<file path="config.mk">
export PLATFORM = sky130hd
export DESIGN_NAME = maca_cell
export DESIGN_NICKNAME = d
export VERILOG_FILES = /design/src/hdl/assert_macros.svh /design/src/hdl/maca_pkg.sv /design/src/hdl/maca_cell.sv
export SDC_FILE = /design/constraint.sdc
export NUM_CORES = 2
export LEC_CHECK = 0
export ABC_CLOCK_PERIOD_IN_PS = 11200
export BUFFER_PORTS_ARGS = -buffer_cell sky130_fd_sc_hd__buf_4
export CORE_MARGIN = 1.5
export CORE_UTILIZATION = 59
export DETAILED_ROUTE_END_ITERATION = 6
export PLACE_DENSITY_LB_ADDON = 0.3
export SYNTH_ARGS = -nofsm -noshare
export SYNTH_HDL_FRONTEND = slang
export SYNTH_SLANG_ARGS = --single-unit
</file>
<file path="constraint.sdc">
create_clock -name i_clk -period 11.2 [get_ports i_clk]
set_input_delay 0.56 -clock i_clk [delete_from_list [all_inputs] [get_ports i_clk]]
set_output_delay 0.56 -clock i_clk [all_outputs]
set_load 0.01 [all_outputs]
</file>
<file path="src/hdl/assert_macros.svh">
// ---------------------------------------------------------------------------
// Assertion macros
// Shared concurrent assertion helpers. They are empty when SYNTHESIS is set.
// ---------------------------------------------------------------------------
`ifndef ASSERT_MACROS_SVH
`define ASSERT_MACROS_SVH
`ifndef SYNTHESIS
`define MACA_ASSERT(lbl, clk, rstn, prop) \
    lbl: assert property (@(posedge clk) disable iff (!rstn) prop) \
        else $error("assertion failed");
`define MACA_NEVER(lbl, clk, rstn, cond) \
    lbl: assert property (@(posedge clk) disable iff (!rstn) !(cond)) \
        else $error("forbidden condition seen");
`else
`define MACA_ASSERT(lbl, clk, rstn, prop)
`define MACA_NEVER(lbl, clk, rstn, cond)
`endif
`endif

</file>
<file path="src/hdl/maca_pkg.sv">
// ---------------------------------------------------------------------------
// maca_pkg
// Types and constants shared by the cluster assignment block and its cells.
// ---------------------------------------------------------------------------
`default_nettype none
package maca_pkg;

    typedef enum logic [1:0] {
        CMD_CENTRE     = 2'd0,
        CMD_CLASSIFIER = 2'd1,
        CMD_POINT      = 2'd2,
        CMD_NONE       = 2'd3
    } t_cmd;

    typedef enum logic [1:0] {
        CFG_HINGE_WEIGHT = 2'd0,
        CFG_DIST_WEIGHT  = 2'd1,
        CFG_MARGIN       = 2'd2,
        CFG_CLUSTERS     = 2'd3
    } t_cfg_idx;

    localparam logic [47:0] LOSS_MAX = 48'hFFFF_FFFF_FFFF;

    typedef struct packed {
        logic [1:0]         command;
        logic [3:0]         cluster_index;
        logic [3:0]         dim_index;
        logic signed [15:0] value;
        logic               label;
        logic               last_element;
    } t_in;

    typedef struct packed {
        logic [3:0]  best_cluster;
        logic        predicted_label;
        logic [47:0] best_loss;
    } t_out;

    // Coordinate moving down the chain.
    typedef struct packed {
        logic               vld;
        logic [3:0]         dim;
        logic signed [15:0] x;
    } t_tok;

    // Table write broadcast to all cells.
    typedef struct packed {
        logic               vld;
        logic               classifier;
        logic [3:0]         cluster;
        logic [3:0]         dim;
        logic signed [15:0] value;
    } t_wr;

    // Loss phase control broadcast to all cells.
    typedef struct packed {
        logic               clr;
        logic               hinge;
        logic               mul;
        logic [1:0]         part;
        logic               fin;
        logic               label;
        logic signed [15:0] margin;
        logic [16:0]        w_hinge;
        logic [15:0]        w_dist;
    } t_cell_ctl;

    // Running minimum moving down the chain.
    typedef struct packed {
        logic        vld;
        logic        have;
        logic [3:0]  idx;
        logic        pos;
        logic [47:0] loss;
    } t_best;

endpackage
`default_nettype wire

</file>
<file path="src/hdl/maca_cell.sv">
// ---------------------------------------------------------------------------
// maca_cell
// One cluster: its table rows, accumulators, loss and the compare step.
// ---------------------------------------------------------------------------
`default_nettype none
module maca_cell import maca_pkg::*; #(
    parameter int MAX_DIM = 16,
    parameter int IDX     = 0
) (
    input  logic      i_clk,
    input  logic      i_rst_n,
    input  t_tok      i_tok,
    output t_tok      o_tok,
    input  t_wr       i_wr,
    input  t_cell_ctl i_ctl,
    input  logic      i_en,
    input  t_best     i_best,
    output t_best     o_best
);
    localparam int DAW = (MAX_DIM > 1) ? $clog2(MAX_DIM) : 1;

    logic signed [15:0] r_centre [MAX_DIM];
    logic signed [15:0] r_class  [MAX_DIM];

    t_tok               r_tok;
    logic               r_s1_vld, r_s2_vld;
    logic signed [15:0] r_c, r_e, r_x;
    logic signed [31:0] r_pdot;
    logic [31:0]        r_dsq;
    logic signed [47:0] r_dot;
    logic [47:0]        r_dist;
    logic [47:0]        r_h;
    logic [64:0]        r_hacc;
    logic [63:0]        r_dacc;
    logic [47:0]        r_loss;
    logic               r_pos;
    t_best              r_best;

    logic               wr_hit, rd_ok;
    logic signed [16:0] diff;
    logic signed [33:0] dsq_full;
    logic signed [48:0] dot_sum, t_hinge, sdot;
    logic [48:0]        dist_sum;
    logic [15:0]        h_part, d_part;
    logic [32:0]        p_h;
    logic [31:0]        p_d;
    logic [64:0]        sh_h;
    logic [63:0]        sh_d;
    logic [57:0]        loss_sum;
    logic               take;

    assign wr_hit = i_wr.vld && (32'(i_wr.cluster) == IDX) && (32'(i_wr.dim) < MAX_DIM);
    assign rd_ok  = i_tok.vld && (32'(i_tok.dim) < MAX_DIM);

    always_ff @(posedge i_clk) begin
        if (wr_hit && i_wr.classifier) begin
            r_class[DAW'(i_wr.dim)] <= i_wr.value;
        end
        if (wr_hit && !i_wr.classifier) begin
            r_centre[DAW'(i_wr.dim)] <= i_wr.value;
        end
        r_c <= r_centre[DAW'(i_tok.dim)];
        r_e <= r_class[DAW'(i_tok.dim)];
        r_x <= i_tok.x;
    end

    assign diff     = 17'(r_x) - 17'(r_c);
    assign dsq_full = diff * diff;
    assign dot_sum  = 49'(r_dot) + 49'(r_pdot);
    assign dist_sum = 49'(r_dist) + 49'(r_dsq);

    always_ff @(posedge i_clk) begin
        r_pdot <= r_e * r_x;
        r_dsq  <= dsq_full[31:0];
    end

    always_ff @(posedge i_clk) begin
        if (!i_rst_n) begin
            r_tok    <= '0;
            r_s1_vld <= 1'b0;
            r_s2_vld <= 1'b0;
            r_dot    <= '0;
            r_dist   <= '0;
        end else begin
            r_tok    <= i_tok;
            r_s1_vld <= rd_ok;
            r_s2_vld <= r_s1_vld;
            if (i_ctl.clr) begin
                r_dot  <= '0;
                r_dist <= '0;
            end else if (r_s2_vld) begin
                // Saturate to the signed and unsigned 48-bit ranges.
                if (dot_sum[48] != dot_sum[47]) begin
                    r_dot <= dot_sum[48] ? {1'b1, 47'b0} : {1'b0, {47{1'b1}}};
                end else begin
                    r_dot <= dot_sum[47:0];
                end
                r_dist <= dist_sum[48] ? LOSS_MAX : dist_sum[47:0];
            end
        end
    end

    assign o_tok = r_tok;

    assign sdot    = i_ctl.label ? 49'(r_dot) : -49'(r_dot);
    assign t_hinge = 49'($signed({i_ctl.margin, 8'b0})) - sdot;

    always_comb begin
        case (i_ctl.part)
            2'd0:    begin h_part = r_h[15:0];  d_part = r_dist[15:0];  end
            2'd1:    begin h_part = r_h[31:16]; d_part = r_dist[31:16]; end
            default: begin h_part = r_h[47:32]; d_part = r_dist[47:32]; end
        endcase
    end

    assign p_h = h_part * i_ctl.w_hinge;
    assign p_d = d_part * i_ctl.w_dist;

    always_comb begin
        case (i_ctl.part)
            2'd0:    begin sh_h = 65'(p_h);         sh_d = 64'(p_d);         end
            2'd1:    begin sh_h = 65'(p_h) << 16;   sh_d = 64'(p_d) << 16;   end
            default: begin sh_h = 65'(p_h) << 32;   sh_d = 64'(p_d) << 32;   end
        endcase
    end

    assign loss_sum = 58'(r_hacc[64:8]) + 58'(r_dacc[63:8]);

    always_ff @(posedge i_clk) begin
        if (i_ctl.hinge) begin
            r_h <= (!t_hinge[48] && (t_hinge != '0)) ? t_hinge[47:0] : '0;
        end
        if (i_ctl.mul) begin
            r_hacc <= ((i_ctl.part == 2'd0) ? 65'd0 : r_hacc) + sh_h;
            r_dacc <= ((i_ctl.part == 2'd0) ? 64'd0 : r_dacc) + sh_d;
        end
        if (i_ctl.fin) begin
            r_loss <= (loss_sum[57:48] != '0) ? LOSS_MAX : loss_sum[47:0];
            r_pos  <= !r_dot[47] && (r_dot != '0);
        end
    end

    // Strict less keeps the earlier cluster on a tie.
    assign take = i_en && (!i_best.have || (r_loss < i_best.loss));

    always_ff @(posedge i_clk) begin
        if (!i_rst_n) begin
            r_best <= '0;
        end else if (i_best.vld && take) begin
            r_best <= '{vld: 1'b1, have: 1'b1, idx: 4'(IDX), pos: r_pos, loss: r_loss};
        end else begin
            r_best <= i_best;
        end
    end

    assign o_best = r_best;

endmodule
`default_nettype wire

</file>
### After elaboration in Yosys (flattened, before gate mapping)

Memories as Yosys holds them, arrays and structs flattened. A register that Yosys moved wholly into a read port is not among the register bits.
Cells that the tools add are included.

| storage, ports and cells | value |
|---|---|
| bits in registers | 479 |
| output and inout bits | 76 |
| memories kept | 2 |
| bits in writable memories | 512 |

Memory list:

| name | words | width | read ports | clocked after memory_dff | write ports | line | text |
|---|---|---|---|---|---|---|---|
| r_centre | 16 | 16 | 1 | 1 | 1 | maca_cell.sv:22 | `logic signed [15:0] r_centre [MAX_DIM];` |
| r_class | 16 | 16 | 1 | 1 | 1 | maca_cell.sv:23 | `logic signed [15:0] r_class [MAX_DIM];` |

| cells by class | value |
|---|---|
| $lt $le $gt $ge | 1 |
| $mul | 4 |
| add/sub/neg operators | 8 |
| bitwise logic cells | 1 |
| mux-type cells | 15 |
| reduce and logical (&&, ||, !) cells | 19 |
| eq/ne operators | 2 |

Operators by type and width:

| operator | number |
|---|---|
| 2-to-1 mux 48 bit | 3 |
| case mux 65 bit (2 select lines) | 1 |
| case mux 64 bit (2 select lines) | 1 |
| adder 48 x 32 -> 49 bit | 2 |
| adder 65 bit | 1 |
| 2-to-1 mux 65 bit | 1 |
| adder 64 bit | 1 |
| multiplier 16 x 16 -> 32 bit | 2 |
| 2-to-1 mux 64 bit | 1 |
| case mux 16 bit (2 select lines) | 2 |
| adder 57 x 56 -> 58 bit | 1 |
| 2-to-1 mux 55 bit | 1 |
| 2-to-1 mux 49 bit | 1 |
| negation 48 -> 49 bit | 1 |
| nonzero test 49 bit | 1 |
| subtractor 24 x 49 -> 49 bit | 1 |
| less-than comparator 48 bit | 1 |
| nonzero test 48 bit | 1 |
| multiplier 16 x 17 -> 33 bit | 1 |
| multiplier 17 x 17 -> 32 bit | 1 |
| subtractor 16 x 16 -> 17 bit | 1 |
| nonzero test 10 bit | 1 |
| logical AND 1 bit | 7 |
| zero test 1 bit | 4 |
| 8 further kinds | 12 |

### Logic depth before layout (Yosys ltp)

| depth | value |
|---|---|
| word-level depth | 5 |
| gate-level depth with buffers | 46 |
| depth with buffers taken out | 42 |

### Worst setup path after synthesis

Ideal clock, no wire load.

| path | value |
|---|---|
| path type | input to register |
| start point | input i_ctl[51] (netlist name) |
| end point | register r_hacc[52], data pin |
| slack | 384 ps |
| path buffers | 4 |
| data arrival time | 10553 ps |
| stages on the path | 44 |
| cells stage by stage | clkbuf_1 -> buf_1 -> clkbuf_1 -> mux2i_1 -> o21ai_1 -> clkbuf_1 -> nand2_1 -> fa_1 -> inv_1 -> fa_1 -> inv_1 -> fa_1 -> inv_1 -> fa_1 -> fa_1 -> inv_1 -> fa_1 -> inv_1 -> (+8 left out) -> a21oi_1 -> nor2b_1 -> o21a_1 -> mux2i_1 -> nand2_1 -> ha_1 -> a21o_1 -> a21oi_1 -> nor2b_1 -> nor4_1 -> o32ai_1 -> a2111oi_0 -> o21a_1 -> o211ai_1 -> nand2_1 -> o21ai_1 -> a31oi_1 -> xnor2_1 |

| between the ends | value |
|---|---|
| longest elaborated chain between the ends | 5 |

RTL lines:

| what | line | text |
|---|---|---|
| start, declared | maca_cell.sv:15 | `input t_cell_ctl i_ctl,` |
| equality test 2 x 1 -> 1 bit / zero test 2 bit (equally long branches) | maca_cell.sv:109, maca_cell.sv:120, maca_cell.sv:134 |  |
| case mux 16 bit (2 select lines) | maca_cell.sv:109 | `case (i_ctl.part)` |
| multiplier 16 x 17 -> 33 bit | maca_cell.sv:116 | `assign p_h = h_part * i_ctl.w_hinge;` |
| case mux 65 bit (2 select lines) | maca_cell.sv:120 | `case (i_ctl.part)` |
| adder 65 bit (*) | maca_cell.sv:134 | `r_hacc <= ((i_ctl.part == 2'd0) ? 65'd0 : r_hacc) + sh_h;` |
| end signal, assigned | maca_cell.sv:134 |  |
| end, declared | maca_cell.sv:33 | `logic [64:0] r_hacc;` |

Every way passes the cells marked *; elsewhere a longest branch is shown, timed or not.
A chain may end at the register's enable or synchronous reset.

### Final worst setup path

| path | value |
|---|---|
| start point | register r_x[0] |
| end point | register r_dsq[29] |

| between the ends | value |
|---|---|
| longest elaborated chain between the ends | 2 |

RTL lines:

| what | line | text |
|---|---|---|
| start, declared | maca_cell.sv:27 | `logic signed [15:0] r_c, r_e, r_x;` |
| start signal, assigned | maca_cell.sv:64 | `r_x <= i_tok.x;` |
| subtractor 16 x 16 -> 17 bit | maca_cell.sv:67 | `assign diff = 17'(r_x) - 17'(r_c);` |
| multiplier 17 x 17 -> 32 bit | maca_cell.sv:68 | `assign dsq_full = diff * diff;` |
| named net dsq_full[29] | maca_cell.sv:41 | `logic signed [33:0] dsq_full;` |
| end signal, assigned | maca_cell.sv:74 | `r_dsq <= dsq_full[31:0];` |
| end, declared | maca_cell.sv:29 | `logic [31:0] r_dsq;` |

The timed path passes the listed nets, and every way through them passes these cells.

==> flow_summary.toml <==
[min_path]
min_path_cells = 3
hold_start = "i_best[31]"
hold_path_class = "primary input to flip-flop"
holdPathEnd = "o_best[31]"

[grt]
grt_pass1_wl_um = 393000
grt_max_degree = 86
grt_overflow_total = 0
antenna_found_initial = 14
grt_use_total_pct = 31.8
grt_pass1_vias = 71000

[logic_synthesis]
synth.area.top_cells = "edfxtp_1, fa_1, ha_1"
synth_compound_area_share_pct = 10.8
avgSynthCellArea_um2 = 10.3
syn_area_um2 = 92800
yosys_warnings = 0
synth_fp_nets = 10900
yosysUniqueCellTypes = 107
synth_xor_area_share_pct = 4.40
synth_edf_count = 738
yosysTopAreaCell = "edfxtp_1"
synth_top_area_share_pct = 23.9
synth_flop_cell = "edfxtp_1"
synth_cells = 9034
synth_top_family_by_area = "adder cells"
synth-seq-cells = 1022
synth-simple-area-share_pct = 13.3
ys_async_sr_fraction_pct = 0
synth_seq_area_share_pct = 30.0
synth_mux_area_share_pct = 5.16
synth_fa_ha_area_share_pct = 29.9

[critical_path]
cpMostUsedCell = "fa_1"
worst_path_dominant_cell_family = "adder cells"
rr_worst_depth = 33
path_class = "flip-flop to flip-flop"
arrival_ps = 11020
worst_setup_path_start_kind = "flip-flop"
ff2ff_setup_slack_ps = 840
worst_ep_required_time_ps = 11850
timing.rr.start = "r_x[0]"
r2r_end = "r_dsq[29]"
setup.worst_path.end_class = "flip-flop"
max_stage_delay_ps = 870
cp_max_fo = 17
critPathBufInv = 4
cpMaxStageDelayCell = "dfxtp_1"

[timing]
fin_skew_ps = 112
final-setup-viol-count = 0
holdWs_ps = 43.2
post-route-min-period_ps = 10360
worst_pin_slew_ps = 1230
period_share_pct = 92.5
finalHoldViolCount = 0
max_slew_margin_pct = 17.7
slew_viol_final = 0
rsz0062_at_grt = "no"
fmax_ghz = 0.0965
fin_setup_tns_ps = 0

[detailed_routing]
via_per_inst = 5.99
drc = 1
wl_met1_um = 95700
drt_iter0_markers = 4953
final_antenna_net_count = 0
vias = 68300
routedWlPerCell_um = 21.9
route.met3.wl_um = 16300
met2_wirelength_um = 125000
totalWireLength_um = 250000
firstDrtPassIters = 7
dr.max_layer_used = "met5"

[clock_tree]
clk_pin_slew_ps = 70
cts_sinks = 1022
post_cts_buffers = 0
htree_levels = 3
clockRootBuffer = "clkbuf_16"
clk_latency_ps = 790
cts_buffers = 110
cts_tree = "built"
clockBufferDepth = 3

[place]
postPlaceCellArea_um2 = 97100
hpwl_um = 187000
port_buffers = 236
place_congestion = 0.977

[floorplanning]
die_area_um2 = 160000
die_h_um = 400
start_util_pct = 59.4
rows = 145
ios = 237
die_x_um = 400
core_area_um2 = 156000

[final_layout]
design_area_um2 = 101000
drive_gt1_share_pct = 9.01
area.growth.synth_to_final_pct = 9.02
final_nets = 11100

[flow_run]
maxCapViolCount = 0

[run_status]
violations = "DRC"
status = "complete, but fails checks"
-- repair_timing --
item                      CTS  global route
gates resized for setup     0             0
hold buffers               21             0
hold endpoints to repair   37             0
-- cell usage in the layout (no fill, tap or decap), types with 27 or more instances in the layout --
cell,netlist,routed
dfxtp_1,284,283
and3_1,50,50
inv_1,1211,1211
a211oi_1,41,41
o21bai_1,65,65
nor2_1,450,447
nand2_1,840,840
nand4_1,62,62
o21ai_1,23,37
xnor2_1,327,327
a21o_1,254,254
mux4_2,160,160
a31oi_1,57,57
and2_1,403,403
o21ai_0,294,280
nand2b_1,98,98
edfxtp_1,738,738
fa_1,927,927
mux2i_1,113,113
nor2b_1,288,287
clkbuf_16,0,118
o21a_1,44,44
or3_1,27,27
a21oi_1,510,508
buf_4,6,394
nand3_1,100,100
o31ai_1,28,28
ha_1,735,735
xor2_1,139,139
nor3_1,76,68
-- cells by family (layout without fill, tap and decap cells) --
kind of cell,count (synthesis),count (layout)
xor+xnor,466,466
compound gates,1566,1566
fa+ha+maj,1662,1662
mux,278,278
buf+inv,1541,1845
flops,1022,1022
other cells,0,11
simple gates,2499,2499
-- area by class of cell --
cell class,count,area [um^2]
tap,2058,2570
inverter,1221,4580
fill,12000,55100
sequential,1022,27800
clock inverter,59,602
timing repair buffer,417,3200
multi-input combinational,6471,59100
antenna,11,27.5
clock buffer,148,3180
-- metal layers --
metal | GRT usage, % | vias to the layer above
met5 | 0 | -
met4 | 15.9 | 6
met3 | 4.44 | 694
met2 | 55.0 | 2641
met1 | 38.8 | 34000
li1 | - | 31000
-- cell usage after synthesis, drive strengths merged, types with 44 or more instances --
library cell and instances:
inv 1215, fa 927, nand2 840, edfxtp 738, ha 735, a21oi 518, nor2 451, and2 404
xnor2 327, o21ai 319, nor2b 288, dfxtp 284, clkbuf 261, a21o 254, mux4 160, xor2 139
mux2i 113, nand3 100, nand2b 98, nor3 77, o21bai 65, nand4 62, a31oi 59, buf 59
and3 51, o21a 44
-- worst max-delay path by stage --
stage / from / endpoint / cells after the start
4_1_cts: r_x[0] / r_dsq[29] / 33
6_report: r_x[0] / r_dsq[29] / 33
3_3_place_gp: i_ctl[51] / r_dacc[63] / 40
5_1_grt: r_x[0] / r_dsq[29] / 33
3_5_place_dp: i_ctl[52] / r_hacc[62] / 41
2_1_floorplan: i_ctl[51] / r_hacc[52] / 44
-- registers in the layout, indices dropped and copies added (netlist names), 48 cells and up --
name / flops
r_dot: 48
r_h: 48
r_hacc: 65
r_dacc: 64
r_dist: 48
r_class: 256
o_best: 55
r_loss: 48
r_centre: 256
-- per-stage QoR --
stage	worst slack (ps)	cells	utilization [%]
2_1_floorplan	384	9034	-
3_3_place_gp	493	11200	62.2
3_5_place_dp	337	11200	62.2
4_1_cts	859	11400	64.7
5_1_grt	246	11400	64.7
6_report	836	11400	64.7
-- worst register-to-register path: cells and delay by family, from the launching register on --
family                     cells  cell delay (ps)
AOI/OAI and AO/OA             10             2700
xor gates and xnor gates       1              180
adders and majority gates      9             4200
buffers and inverters          4              590
DFF                            1              870
and+or+nand+nor                9             1680
Power is not shown: default switching activity piles up to over one toggle a cycle in this logic, so the estimate is an artifact.
